## src/design/gnss_binary_frame_parser_defines.svh

```systemverilog
// Assertion macros shared by the frame parser RTL.
// Depends on clk_i and rst_ni being visible in the asserting module.
`ifndef GNSS_BINARY_FRAME_PARSER_DEFINES_SVH
`define GNSS_BINARY_FRAME_PARSER_DEFINES_SVH

// Same-cycle implication, sampled on the rising clock edge outside reset.
`define GBFP_ASSERT_IMP(lbl, ante, cons, msg) \
  lbl: assert property (@(posedge clk_i) disable iff (!rst_ni) (ante) |-> (cons)) \
    else $error(msg);

// Next-cycle implication, sampled on the rising clock edge outside reset.
`define GBFP_ASSERT_NXT(lbl, ante, cons, msg) \
  lbl: assert property (@(posedge clk_i) disable iff (!rst_ni) (ante) |=> (cons)) \
    else $error(msg);

`endif

```

## src/design/gbfp_pkg.sv

```systemverilog
// Package for the GNSS binary frame parser: protocol constants, field tables,
// parse phases and the microcode program. No dependencies.
`default_nettype none

package gbfp_pkg;

  localparam logic [7:0] SYNC_FIRST  = 8'hB5;
  localparam logic [7:0] SYNC_SECOND = 8'h62;
  localparam logic [7:0] CLASS_NAV   = 8'h01;
  localparam logic [7:0] ID_POS      = 8'h07;
  localparam logic [7:0] ID_REL      = 8'h3C;

  localparam logic [6:0] POS_LEN  = 7'd98;
  localparam logic [6:0] POS_CK   = 7'd96;
  localparam logic [6:0] REL_LEN  = 7'd46;
  localparam logic [6:0] REL_CK   = 7'd44;
  localparam logic [6:0] BUF_DEPTH = 7'd98;

  localparam logic [4:0] POS_LAST_FIELD = 5'd28;
  localparam logic [4:0] REL_LAST_FIELD = 5'd2;

  localparam logic [1:0] KIND_NONE = 2'd0;
  localparam logic [1:0] KIND_POS  = 2'd1;
  localparam logic [1:0] KIND_REL  = 2'd2;

  typedef enum logic [2:0] {
    PH_SYNC1 = 3'd0,
    PH_SYNC2 = 3'd1,
    PH_CLASS = 3'd2,
    PH_ID    = 3'd3,
    PH_BODY  = 3'd4
  } phase_e;

  typedef enum logic [2:0] {
    ST_WAIT  = 3'd0,
    ST_PROC  = 3'd1,
    ST_EMPTY = 3'd2,
    ST_FSET  = 3'd3,
    ST_READ  = 3'd4,
    ST_ACC   = 3'd5,
    ST_EMIT  = 3'd6
  } step_e;

  typedef enum logic [2:0] {
    ACT_TAKE       = 3'd0,
    ACT_PROC       = 3'd1,
    ACT_EMIT_EMPTY = 3'd2,
    ACT_FSET       = 3'd3,
    ACT_READ       = 3'd4,
    ACT_ACC        = 3'd5,
    ACT_EMIT_FIELD = 3'd6
  } act_e;

  typedef enum logic [1:0] {
    HOLD_NONE     = 2'd0,
    HOLD_IN_VALID = 2'd1,
    HOLD_OUT_FREE = 2'd2
  } hold_e;

  typedef enum logic [1:0] {
    BR_ALWAYS     = 2'd0,
    BR_GOOD       = 2'd1,
    BR_K_ZERO     = 2'd2,
    BR_LAST_FIELD = 2'd3
  } br_e;

  typedef struct packed {
    act_e  act;
    hold_e hold;
    br_e   br;
    step_e tgt_t;
    step_e tgt_f;
  } cw_t;

  // Microcode program: one control word per step.
  function automatic cw_t ucode(input step_e s);
    cw_t cw;
    unique case (s)
      ST_WAIT:  cw = '{ACT_TAKE,       HOLD_IN_VALID, BR_ALWAYS,     ST_PROC, ST_PROC};
      ST_PROC:  cw = '{ACT_PROC,       HOLD_NONE,     BR_GOOD,       ST_FSET, ST_EMPTY};
      ST_EMPTY: cw = '{ACT_EMIT_EMPTY, HOLD_OUT_FREE, BR_ALWAYS,     ST_WAIT, ST_WAIT};
      ST_FSET:  cw = '{ACT_FSET,       HOLD_NONE,     BR_ALWAYS,     ST_READ, ST_READ};
      ST_READ:  cw = '{ACT_READ,       HOLD_NONE,     BR_ALWAYS,     ST_ACC,  ST_ACC};
      ST_ACC:   cw = '{ACT_ACC,        HOLD_NONE,     BR_K_ZERO,     ST_EMIT, ST_READ};
      ST_EMIT:  cw = '{ACT_EMIT_FIELD, HOLD_OUT_FREE, BR_LAST_FIELD, ST_WAIT, ST_FSET};
      default:  cw = '{ACT_TAKE,       HOLD_IN_VALID, BR_ALWAYS,     ST_PROC, ST_PROC};
    endcase
    return cw;
  endfunction

  // Buffer offset of a position frame field, counted from the class byte.
  function automatic logic [6:0] pos_off(input logic [4:0] idx);
    logic [6:0] off;
    unique case (idx)
      5'd0:  off = 7'd4;
      5'd1:  off = 7'd8;
      5'd2:  off = 7'd10;
      5'd3:  off = 7'd11;
      5'd4:  off = 7'd12;
      5'd5:  off = 7'd13;
      5'd6:  off = 7'd14;
      5'd7:  off = 7'd15;
      5'd8:  off = 7'd16;
      5'd9:  off = 7'd20;
      5'd10: off = 7'd24;
      5'd11: off = 7'd25;
      5'd12: off = 7'd26;
      5'd13: off = 7'd27;
      5'd14: off = 7'd28;
      5'd15: off = 7'd32;
      5'd16: off = 7'd36;
      5'd17: off = 7'd40;
      5'd18: off = 7'd44;
      5'd19: off = 7'd48;
      5'd20: off = 7'd52;
      5'd21: off = 7'd56;
      5'd22: off = 7'd60;
      5'd23: off = 7'd64;
      5'd24: off = 7'd68;
      5'd25: off = 7'd72;
      5'd26: off = 7'd76;
      5'd27: off = 7'd80;
      5'd28: off = 7'd88;
      default: off = 7'd0;
    endcase
    return off;
  endfunction

  // Size of a position frame field in bytes, minus one.
  function automatic logic [1:0] pos_size_m1(input logic [4:0] idx);
    logic [1:0] sz;
    unique case (idx)
      5'd0, 5'd8, 5'd9:                 sz = 2'd3;
      5'd1, 5'd27:                      sz = 2'd1;
      5'd2, 5'd3, 5'd4, 5'd5, 5'd6, 5'd7,
      5'd10, 5'd11, 5'd12, 5'd13:       sz = 2'd0;
      default:                          sz = 2'd3;
    endcase
    return sz;
  endfunction

endpackage

`default_nettype wire

```

## src/design/gnss_binary_frame_parser.sv

```systemverilog
// Top level of the GNSS binary frame parser: microcoded sequencer, frame buffer
// and output register. Depends on gbfp_pkg and gnss_binary_frame_parser_defines.svh.
//
//   channel | direction | handshake               | payload
//   in      | input     | in_valid_i / in_stall_o  | rx_byte_i
//   out     | output    | out_valid_o / out_stall_i| frame_kind_o, field_index_o,
//           |           |                         | field_value_o, last_o
//
// A byte that decodes nothing runs the take, decode and answer steps, then waits;
// its result word is registered by the answer step. A good frame adds per field a set
// step, a read and an accumulate step per byte through the one-byte read port of the
// frame buffer and an emit step; after the last field the sequencer takes bytes.
// Reset clears the phase, counters, sums and step; the buffer needs no clearing.
// A stalled output holds the answer or emit step until the word is taken.
`default_nettype none
`include "gnss_binary_frame_parser_defines.svh"

module gnss_binary_frame_parser (
  input  wire logic        clk_i,
  input  wire logic        rst_ni,
  input  wire logic        in_valid_i,
  output logic             in_stall_o,
  input  wire logic [7:0]  rx_byte_i,
  output logic             out_valid_o,
  input  wire logic        out_stall_i,
  output logic [1:0]       frame_kind_o,
  output logic [4:0]       field_index_o,
  output logic [31:0]      field_value_o,
  output logic             last_o
);

  gbfp_pkg::step_e  step_q, step_d;
  gbfp_pkg::cw_t    cw;
  gbfp_pkg::phase_e phase_q, phase_d;

  logic [7:0]  byte_q;
  logic [6:0]  count_q, count_d;
  logic        type_q, type_d;
  logic [7:0]  suma_q, suma_d, sumb_q, sumb_d;
  logic [7:0]  cka_q, cka_d;
  logic [4:0]  fld_q;
  logic [1:0]  k_q;
  logic [31:0] acc_q;
  logic [7:0]  rdata_q;
  logic [7:0]  mem [gbfp_pkg::BUF_DEPTH];

  logic        go, br_true, good, out_free, last_field;
  logic        store, we;
  logic [6:0]  ckpos, len, cnt_base, waddr, raddr, off;
  logic [7:0]  sa_base, sb_base;
  logic [1:0]  size_m1;

  logic        out_valid_q;
  logic [1:0]  kind_q;
  logic [4:0]  idx_q;
  logic [31:0] value_q;
  logic        last_q;

  assign cw       = gbfp_pkg::ucode(step_q);
  assign out_free = !out_valid_q || !out_stall_i;

  always_comb begin
    unique case (cw.hold)
      gbfp_pkg::HOLD_IN_VALID: go = in_valid_i;
      gbfp_pkg::HOLD_OUT_FREE: go = out_free;
      default:                 go = 1'b1;
    endcase
  end

  assign in_stall_o = (cw.hold != gbfp_pkg::HOLD_IN_VALID);

  assign last_field = type_q ? (fld_q == gbfp_pkg::REL_LAST_FIELD)
                             : (fld_q == gbfp_pkg::POS_LAST_FIELD);
  assign off        = type_q ? (7'd12 + {fld_q[1:0], 2'b00}) : gbfp_pkg::pos_off(fld_q);
  assign size_m1    = type_q ? 2'd3 : gbfp_pkg::pos_size_m1(fld_q);
  assign raddr      = off + {5'd0, k_q};
  assign len        = type_q ? gbfp_pkg::REL_LEN : gbfp_pkg::POS_LEN;

  // Byte decode: phase transitions, buffer store and running check sums.
  always_comb begin
    phase_d  = phase_q;
    count_d  = count_q;
    type_d   = type_q;
    suma_d   = suma_q;
    sumb_d   = sumb_q;
    cka_d    = cka_q;
    store    = 1'b0;
    ckpos    = type_q ? gbfp_pkg::REL_CK : gbfp_pkg::POS_CK;
    cnt_base = count_q;
    sa_base  = suma_q;
    sb_base  = sumb_q;
    good     = 1'b0;
    unique case (phase_q)
      gbfp_pkg::PH_SYNC2: begin
        phase_d = (byte_q == gbfp_pkg::SYNC_SECOND) ? gbfp_pkg::PH_CLASS : gbfp_pkg::PH_SYNC1;
        count_d = 7'd0;
      end
      gbfp_pkg::PH_CLASS: begin
        if (byte_q == gbfp_pkg::CLASS_NAV) begin
          store    = 1'b1;
          ckpos    = gbfp_pkg::POS_CK;
          cnt_base = 7'd0;
          sa_base  = 8'd0;
          sb_base  = 8'd0;
          phase_d  = gbfp_pkg::PH_ID;
        end else begin
          phase_d = gbfp_pkg::PH_SYNC1;
          count_d = 7'd0;
        end
      end
      gbfp_pkg::PH_ID: begin
        if (byte_q == gbfp_pkg::ID_POS || byte_q == gbfp_pkg::ID_REL) begin
          type_d  = (byte_q == gbfp_pkg::ID_REL);
          ckpos   = type_d ? gbfp_pkg::REL_CK : gbfp_pkg::POS_CK;
          store   = 1'b1;
          phase_d = gbfp_pkg::PH_BODY;
        end else begin
          phase_d = gbfp_pkg::PH_SYNC1;
          count_d = 7'd0;
        end
      end
      gbfp_pkg::PH_BODY: begin
        store = 1'b1;
      end
      default: begin
        phase_d = (byte_q == gbfp_pkg::SYNC_FIRST) ? gbfp_pkg::PH_SYNC2 : gbfp_pkg::PH_SYNC1;
      end
    endcase
    if (store) begin
      suma_d = sa_base;
      sumb_d = sb_base;
      if (cnt_base < ckpos) begin
        suma_d = sa_base + byte_q;
        sumb_d = sb_base + suma_d;
      end
      if (cnt_base == ckpos) begin
        cka_d = byte_q;
      end
      count_d = cnt_base + 7'd1;
    end
    if (phase_q == gbfp_pkg::PH_BODY && count_d >= len) begin
      good    = (suma_d == cka_q) && (sumb_d == byte_q);
      phase_d = gbfp_pkg::PH_SYNC1;
      count_d = 7'd0;
    end
  end

  assign waddr = cnt_base;
  assign we    = go && (cw.act == gbfp_pkg::ACT_PROC) && store
                 && (cnt_base < gbfp_pkg::BUF_DEPTH);

  always_comb begin
    unique case (cw.br)
      gbfp_pkg::BR_GOOD:       br_true = good;
      gbfp_pkg::BR_K_ZERO:     br_true = (k_q == 2'd0);
      gbfp_pkg::BR_LAST_FIELD: br_true = last_field;
      default:                 br_true = 1'b1;
    endcase
  end

  always_comb begin
    step_d = step_q;
    if (go) begin
      step_d = br_true ? cw.tgt_t : cw.tgt_f;
    end
  end

  always_ff @(posedge clk_i or negedge rst_ni) begin
    if (!rst_ni) begin
      step_q <= gbfp_pkg::ST_WAIT;
    end else begin
      step_q <= step_d;
    end
  end

  always_ff @(posedge clk_i) begin
    if (we) begin
      mem[waddr] <= byte_q;
    end
    if (cw.act == gbfp_pkg::ACT_READ) begin
      rdata_q <= mem[raddr];
    end
  end

  always_ff @(posedge clk_i or negedge rst_ni) begin
    if (!rst_ni) begin
      phase_q <= gbfp_pkg::PH_SYNC1;
      count_q <= 7'd0;
      type_q  <= 1'b0;
      suma_q  <= 8'd0;
      sumb_q  <= 8'd0;
      fld_q   <= 5'd0;
      k_q     <= 2'd0;
    end else if (go) begin
      unique case (cw.act)
        gbfp_pkg::ACT_PROC: begin
          phase_q <= phase_d;
          count_q <= count_d;
          type_q  <= type_d;
          suma_q  <= suma_d;
          sumb_q  <= sumb_d;
          fld_q   <= 5'd0;
        end
        gbfp_pkg::ACT_FSET:       k_q   <= size_m1;
        gbfp_pkg::ACT_ACC:        k_q   <= k_q - 2'd1;
        gbfp_pkg::ACT_EMIT_FIELD: fld_q <= fld_q + 5'd1;
        default: begin
        end
      endcase
    end
  end

  always_ff @(posedge clk_i) begin
    if (go && cw.act == gbfp_pkg::ACT_TAKE) begin
      byte_q <= rx_byte_i;
    end
    if (go && cw.act == gbfp_pkg::ACT_PROC) begin
      cka_q <= cka_d;
    end
    if (cw.act == gbfp_pkg::ACT_FSET) begin
      acc_q <= 32'd0;
    end else if (cw.act == gbfp_pkg::ACT_ACC) begin
      acc_q <= {acc_q[23:0], rdata_q};
    end
  end

  always_ff @(posedge clk_i or negedge rst_ni) begin
    if (!rst_ni) begin
      out_valid_q <= 1'b0;
    end else if (go && (cw.act == gbfp_pkg::ACT_EMIT_EMPTY
                        || cw.act == gbfp_pkg::ACT_EMIT_FIELD)) begin
      out_valid_q <= 1'b1;
    end else if (!out_stall_i) begin
      out_valid_q <= 1'b0;
    end
  end

  always_ff @(posedge clk_i) begin
    if (go && cw.act == gbfp_pkg::ACT_EMIT_EMPTY) begin
      kind_q  <= gbfp_pkg::KIND_NONE;
      idx_q   <= 5'd0;
      value_q <= 32'd0;
      last_q  <= 1'b1;
    end else if (go && cw.act == gbfp_pkg::ACT_EMIT_FIELD) begin
      kind_q  <= type_q ? gbfp_pkg::KIND_REL : gbfp_pkg::KIND_POS;
      idx_q   <= fld_q;
      value_q <= acc_q;
      last_q  <= last_field;
    end
  end

  assign out_valid_o   = out_valid_q;
  assign frame_kind_o  = kind_q;
  assign field_index_o = idx_q;
  assign field_value_o = value_q;
  assign last_o        = last_q;

  `GBFP_ASSERT_NXT(a_take_then_proc, in_valid_i && !in_stall_o, step_q == gbfp_pkg::ST_PROC, "accepted byte not decoded next cycle")
  `GBFP_ASSERT_NXT(a_out_held, out_valid_q && out_stall_i, out_valid_q, "stalled result word dropped")
  `GBFP_ASSERT_IMP(a_field_range, step_q == gbfp_pkg::ST_EMIT, fld_q <= gbfp_pkg::POS_LAST_FIELD && (!type_q || fld_q <= gbfp_pkg::REL_LAST_FIELD), "field index beyond frame")
  `GBFP_ASSERT_IMP(a_body_count, phase_q == gbfp_pkg::PH_BODY, count_q >= 7'd2 && count_q < len, "body byte count out of frame")
  `GBFP_ASSERT_IMP(a_empty_word, out_valid_o && frame_kind_o == gbfp_pkg::KIND_NONE, last_o && field_value_o == 32'd0 && field_index_o == 5'd0, "empty result not clean")

endmodule

`default_nettype wire

```

## config.mk

```make
export PLATFORM = sky130hd
export DESIGN_NAME = gnss_binary_frame_parser
export DESIGN_NICKNAME = d
export VERILOG_FILES = /design/src/design/gbfp_pkg.sv /design/src/design/gnss_binary_frame_parser.sv
export VERILOG_INCLUDE_DIRS = /design/src /design/src/design
export SDC_FILE = /design/constraint.sdc
export NUM_CORES = 1
export LEC_CHECK = 0
export BUFFER_PORTS_ARGS = -buffer_cell sky130_fd_sc_hd__buf_2
export CAP_MARGIN = 20
export CORE_UTILIZATION = 63
export CTS_CLUSTER_SIZE = 28
export DETAILED_ROUTE_END_ITERATION = 8
export GPL_TIMING_DRIVEN = 0
export PLACE_DENSITY = 0.8
export SLEW_MARGIN = 20
export SYNTH_ARGS = -nofsm -noshare
export SYNTH_HDL_FRONTEND = slang
export SYNTH_SLANG_ARGS = --single-unit
```

## constraint.sdc

```tcl
create_clock -name clk_i -period 6.6 [get_ports clk_i]
set_clock_uncertainty 0.05 [all_clocks]
set_input_delay 0.66 -clock clk_i [delete_from_list [all_inputs] [get_ports clk_i]]
set_output_delay 0.66 -clock clk_i [all_outputs]
set_load 0.02 [all_outputs]
```

==> key figures, run 1 <==
Outcome
  – Outcome: complete, no violations

Placed design
  – Placed cell area: ~0.04 sq mm
  – Number of port buffers: 53
  – Half-perimeter wire length after placement: 60500 um
  – GPL Wtd Cong: 0.918
  – Placed Cells: 3001
  – DP Worst Slack: ~0.30 ns

Synthesis
  – Post-synth top flop: edfxtp_1
  – Asr flop ratio synth: between 4 and 5%
  – Simple-gate share of the synthesized area: around 5.4%
  – Post-synth net total: roughly 2200
  – Synth Area in Compound Gates: roughly 5.5%
  – EDFF count, synth: ~810
  – Adder-cell area share of the yosys netlist: between 1 and 1.5%
  – Mapped Cells: about 2100
  – Largest family of logic cells by synthesized area: multiplexers
  – Synth Warn #: 0
  – Seq cells post-synth: about 920
  – Synth cell types: slightly above 80
  – Post-Synth XOR/XNOR Area: less than 1%
  – Syn Area/Cell: 17.6 sq um
  – Post-synthesis cell area: between 0.03 and 0.04 sq mm
  – Post-synthesis mux area share: between 10% and 20%
  – Post-synthesis sequential area ratio: between 70 and 80%

Cells and area
  – Non-filler cells in the finished layout: about 3200
  – Layout Utilization: between 70% and 80%
  – Ant. Diodes: 0
  – Final nets: approximately 2400
  – Layout cells sized above 1: around a fifth
  – Area delta synth->final: 13.2%
  – Post-route cell area: 0.0425 sq mm

Setup path
  – Setup CP Type: reg2reg
  – Cell Chain, Critical Path: buf_2 > buf_1 > mux2i_1 > a21oi_1 > ha_1 > fa_1 > clkbuf_1 > clkbuf_1 > clkbuf_1 > mux4_2 > mux2i_1 > a22oi_1 > a31oi_1 > nand3_1
  – Bufs and invs on worst path: 5
  – Slowest CP cell: clkbuf_1
  – CP top delay family: buffers and inverters
  – Worst R2R Path Depth: 14
  – Startpoint types: flip-flop
  – Setup crit end kind: flip-flop
  – Worst Path Arrival: 6.68 ns
  – CP max FO: 10
  – Most frequent CP cell: clkbuf_1
  – Worst path max stage delay: about 0.88 ns
  – Required @ worst endpoint: 6.86 ns
  – Stages on worst setup path: 14

Run
  – Max-cap violations: 0

Pwr
  – Power Dens Cells: just under 500 mW/mm^2
  – Leakage power: about 14 nW
  – Maximum VDD drop: approximately 320 uV
  – Tot Pwr: just over 20 mW

CTS
  – Longest Clk Path Bufs: 3
  – CTS buffer count: 88
  – CTS tree: built
  – Clock Tree Root: clkbuf_16
  – Hold buffer count at CTS: 0
  – CTS H-tree depth: 3
  – Worst-path clk slew: 0.06 ns
  – Clock Latency Late Sink: between 0.6 and 0.7 ns
  – # clock sinks: roughly 920

Detailed routing
  – Final WL: roughly 91000 um
  – Via density: 6.83
  – DRT Pass-1 Iters: 5
  – Antenna Nets Post-Route: 0
  – Detailed Route Iter0 Violations: just under 3000
  – Wire per inst: between 20 and 30 um
  – Via Count: 21608
  – DRC viols: 0

Timing
  – RSZ-0062 raised after global routing: false
  – Period Utilization, post-route: between 90 and 100%
  – Final Hold Fails: 0
  – Actual slew at the worst max-slew pin: around 1.1 ns
  – Final Critical Period: between 6 and 7 ns
  – Relative slew slack: around a quarter
  – Endpoints failing setup: 0
  – Max Slew Vio Count: 0
  – Setup TNS Final: 0 ns
  – WHS: around 0.13 ns
  – FMAX: 0.156 GHz
  – Final worst setup slack: approximately 0.18 ns

Die
  – Starting Density: roughly 64%
  – Horiz. Die Dim: around 250 um
  – Io pins: 54
  – Die Y: 246 um
  – Num rows: 89
  – Core footprint: 0.0589 sq mm
  – Total Die Area: 0.0605 sq mm

GRT
  – Vias in the first global route: 21370
  – GRT Util Overall: 30.7%
  – First-pass GRT wire length: ~140000 um
  – Largest net degree at the start of global routing: 39
  – Initial antenna violation count: 0
  – Total gr overflow: 0

Hold path
  – Hold/Removal Path Class: in2async
-- layout by cell type, fill, tap and decap left out, types with 12 or more instances in the layout --
cell	instances
edfxtp_1	808
mux4_2	192
nor2_1	140
nand2_1	109
clkbuf_1	94
clkbuf_16	92
mux2i_1	87
buf_2	75
a22o_1	73
dfxtp_1	72
o21ai_0	54
dfrtp_1	38
nand3_1	37
nor3_1	37
ha_1	35
a21oi_1	33
inv_1	28
buf_8	25
and2_1	23
xnor2_1	16
clkinv_2	14
clkinv_1	14
o31ai_1	12
xor2_1	12
-- worst paths after layout --
| path | from | endpoint | slack [ns] |
|---|---|---|---|
| worst max-delay path | fld_q[3] | rdata_q[0] | 0.18 |
| worst min-delay path | rst_ni | suma_q[1] | 0.13 |
| worst max register to register | fld_q[3] | rdata_q[0] | 0.18 |
| worst min register to register | frame_kind_o[0] | frame_kind_o[0] | 0.41 |
| max in group asynchronous | rst_ni | phase_q[1] | 5.80 |
| min in group clk_i | rx_byte_i[0] | byte_q[0] | 0.15 |
-- per-layer routing --
| metal | vias to the layer above | share of wire (%) | track usage (%) |
|---|---|---|---|
| li1 | 8960 | - | - |
| met1 | 10974 | 37 | 42.7 |
| met2 | 1459 | 48 | 48.8 |
| met3 | 215 | 10 | 5.27 |
| met4 | 0 | 4.0 | 12.7 |
| met5 | - | 0 | 0 |
-- area by class of cell --
cell class | instances | area [sq um]
flip-flops and latches | 918 | 26700
fillers | 3313 | 16400
multi-input cells | 1068 | 10300
clock buffers | 105 | 2350
repair buffers | 94 | 988
well taps | 773 | 967
clock inverters | 58 | 636
plain buffers | 121 | 523
inverters | 28 | 105
-- registers in the layout, indices dropped and copies added (netlist names), 2 cells and up --
signal,flops
suma_q,8
acc_q,32
step_q,3
sumb_q,8
phase_q,3
mem,784
frame_kind_o,2
k_q,2
fld_q,5
field_index_o,5
cka_q,8
count_q,7
field_value_o,32
byte_q,8
rdata_q,8
-- worst reg2reg max path, cell delays in order (launching register included) --
cell and delay (ns):
dfrtp_1 0.39, buf_2 0.21, buf_1 0.46, mux2i_1 0.25, a21oi_1 0.09, ha_1 0.24, fa_1 0.61, clkbuf_1 0.54
clkbuf_1 0.75, clkbuf_1 0.88, mux4_2 0.43, mux2i_1 0.27, a22oi_1 0.19, a31oi_1 0.41, nand3_1 0.30
-- power breakdown --
group | leakage (nW) | total [mW] | switching, mW | internal, mW
registers | 8.36 | 6.92 | 0.173 | 6.74
logic | 4.31 | 8.44 | 4.99 | 3.45
clock network | 1.44 | 5.21 | 2.21 | 3.00
total | 14.1 | 20.6 | 7.38 | 13.2
-- cells in the mapped netlist, types with 16 or more instances --
cell	count	share of area, %
edfxtp_1	808	65
xnor2_1	16	0.37
mux4_2	192	12
nor3_1	37	0.49
o21ai_0	55	0.73
nor2_1	140	1.4
ha_1	35	1.2
inv_1	28	0.28
a22o_1	73	1.7
clkbuf_1	81	0.81
dfrtp_1	38	2.5
dfxtp_1	72	3.8
nand3_1	37	0.49
buf_2	21	0.28
a21oi_1	33	0.44
and2_1	23	0.38
mux2i_1	87	2.3
nand2_1	109	1.1
-- cells by family after synthesis --
logic type / Yosys count
flip-flops: 918
AND/OR/NAND/NOR: 426
multiplexers: 297
AO/OA/AOI/OAI: 279
buffers and inverters: 149
adder cells (fa/ha/maj): 38
XOR/XNOR: 28
-- timing repair --
item | 4_1_cts | 5_1_grt
setup endpoints to repair | 0 | 1
setup buffers | 0 | 1
resized for setup | 0 | 0
Note: power is estimated with default switching activity, not from simulation.
==> run 2: changes to the inputs <==
CORE_UTILIZATION = 64   (was 63)
PLACE_DENSITY = 0.81   (was 0.8)
clock period = 7.9 ns   (was 6.6 ns; I/O delays follow)
==> key figures, run 2 (same netlist as run 1, synthesis figures left out) <==
CTS
  – Longest Clk Path Bufs: 3 (unchanged)
  – # clock sinks: 918 (unchanged)
  – Clock Tree Root: clkbuf_16
  – CTS H-tree depth: 3 (unchanged)
  – Clock Latency Late Sink: 0.64 ns (about the same)
  – Post_cts resized: 0 (unchanged)
  – Hold buffer count at CTS: 0 (unchanged)
  – CTS buffer count: 89 (+1.1%)
  – Worst-path clk slew: 0.06 ns (about the same)
  – Setup Fix Bufs, Post-CTS: 0 (unchanged)
  – CTS tree: built

Cells and area
  – Layout fillers: 3203 (-3.3%)
  – Non-filler cells in the finished layout: 3148 (-0.54%)
  – Ant. Diodes: 0 (unchanged)
  – Layout Utilization: 73.2% (+1.1 points)
  – Layout cells sized above 1: 19.6% (-0.26 points)
  – Area delta synth->final: 12.8%
  – Commonest non-fill, non-tap cell in the layout: edfxtp_1
  – Largest register FFs: 784 (unchanged)
  – Top reg by flops: mem
  – Final nets: 2372 (+0.13%)
  – Most frequent cells in the layout: 808 x edfxtp_1, 192 x mux4_2, 140 x nor2_1

Setup path
  – CP max FO: 10 (unchanged)
  – Worst R2R Path Depth: 14 (unchanged)
  – Startpoint types: flip-flop
  – Setup slack, reg-to-reg: 1.48 ns (+1.29 ns)
  – Slowest CP cell: clkbuf_1
  – FF-to-FF End: rdata_q[4]
  – CP top delay family: buffers and inverters
  – Worst reg2reg startpoint: fld_q[3]
  – Bufs and invs on worst path: 5 (unchanged)
  – Worst path max stage delay: 0.83 ns (-0.05 ns)
  – Required @ worst endpoint: 8.15 ns (+1.29 ns)
  – Cell Chain, Critical Path: buf_2 > buf_1 > mux2i_1 > a21oi_1 > ha_1 > fa_1 > clkbuf_1 > clkbuf_1 > clkbuf_1 > mux4_2 > nand2_1 > nand3_1 > a31oi_1 > nand3_1
  – Most frequent CP cell: clkbuf_1
  – Worst Path Arrival: 6.68 ns (about the same)
  – Setup CP Type: reg2reg
  – Setup crit end kind: flip-flop

Run
  – Max-cap violations: 0 (unchanged)

Timing
  – Final Hold Fails: 0 (unchanged)
  – Max Slew Vio Count: 0 (unchanged)
  – Final worst setup slack: 1.48 ns (+1.29 ns)
  – Setup TNS Final: 0 ns (unchanged)
  – Relative slew slack: 27.0% (+1.6 points)
  – Endpoints failing setup: 0 (unchanged)
  – Final Critical Period: 6.42 ns (+0.00567 ns)
  – FMAX: 0.156 GHz (about the same)
  – RSZ-0062 raised after global routing: false
  – Period Utilization, post-route: 81.3% (-16 points)
  – Actual slew at the worst max-slew pin: 1.09 ns (-0.0313 ns)

Pwr
  – Tot Pwr: 17.0 mW (-18%)
  – Power Dens Cells: 401 mW/mm^2 (-17%)
  – Leakage power: 14.0 nW (-0.51%)
  – Maximum VDD drop: 265 uV (-18%)

Placed design
  – Placed Cells: 2996 (-0.17%)
  – DP Worst Slack: 1.80 ns (+1.50 ns)
  – Number of port buffers: 53 (unchanged)
  – Half-perimeter wire length after placement: 61200 um (+1.3%)
  – GPL Wtd Cong: 0.960 (+4.6%)

Die
  – Num rows: 88 (-1.1%)
  – Starting Density: 64.9% (+1.2 points)
  – Horiz. Die Dim: 244 um (-0.78%)
  – Total Die Area: 0.0596 sq mm (-1.6%)
  – Io pins: 54 (unchanged)
  – Die Y: 244 um (-0.78%)
  – Core footprint: 0.0578 sq mm (-1.9%)

Detailed routing
  – Final WL: 92400 um (+1.3%)
  – Detailed Route Iter0 Violations: 3030 (+4.8%)
  – Via density: 6.89 (+0.88%)
  – Wire per inst: 29.3 um (+1.9%)
  – Antenna Nets Post-Route: 0 (unchanged)
  – Via Count: 21682 (+0.34%)
  – DRT Pass-1 Iters: 6 (+1)
  – DRC viols: 0 (unchanged)

GRT
  – Vias in the first global route: 21701 (+1.5%)
  – Largest net degree at the start of global routing: 39 (unchanged)
  – First-pass GRT wire length: 138000 um (+2.0%)
  – Initial antenna violation count: 2 (+2)
  – Total gr overflow: 0 (unchanged)
  – GRT Util Overall: 31.8% (+1.1 points)

Outcome
  – Outcome: complete, no violations

Hold path
  – Hold/Removal Path Class: in2async
## run 2: cell count changes in the layout (fill, tap and decap cells not counted), moves of 2 or more
cell        before  now
buf_6            6    4
clkinv_4         5    1
clkbuf_2         0    2
clkinvlp_4       8    6
buf_4            6    3
buf_8           25   31
clkinvlp_2       0    2
bufinv_16       11    8
clkbuf_16       92   90
## run 2: metrics by stage
stage	cell area, sq um	hold slack, ns
floorplan	37500	0.392
global placement	38700	0.392
detailed placement	39500	0.397
CTS	42300	0.244
global route	42300	0.253
finish	42300	0.245
## run 2: final cells by class
cell class	instances	area (sq um)	area share [%]
multi-input combinational	1068	10300	24.2
sequential	918	26700	63.0
buffer	121	524	1.24
inverter	28	105	0.248
tap	765	957	2.26
timing repair buffer	96	1040	2.45
clock buffer	103	2300	5.44
clock inverter	49	473	1.12
## run 2: per-layer routing
metal | share of wire [%] | global-route usage [%]
met2 | 49 | 51.4
met5 | 0.014 | 0
met1 | 37 | 43.2
met4 | 4.1 | 12.2
met3 | 10 | 6.46
## run 2: worst max path at each step
stage	from	end	slack, ns	cells past startpoint
6_report	fld_q[3]	rdata_q[4]	1.48	14
3_3_place_gp	byte_q[3]	step_q[0]	-0.66	20
4_1_cts	fld_q[3]	rdata_q[4]	1.75	14
3_5_place_dp	byte_q[4]	step_q[0]	1.80	20
2_1_floorplan	byte_q[0]	step_q[0]	2.18	19
5_1_grt	byte_q[4]	step_q[0]	1.17	20
## run 2: report_power, final
part	switching (mW)	leakage [nW]	internal, mW
sequential	0.143	8.36	5.64
clock	1.79	1.34	2.34
combinational	4.15	4.33	2.89
total	6.09	14.0	10.9
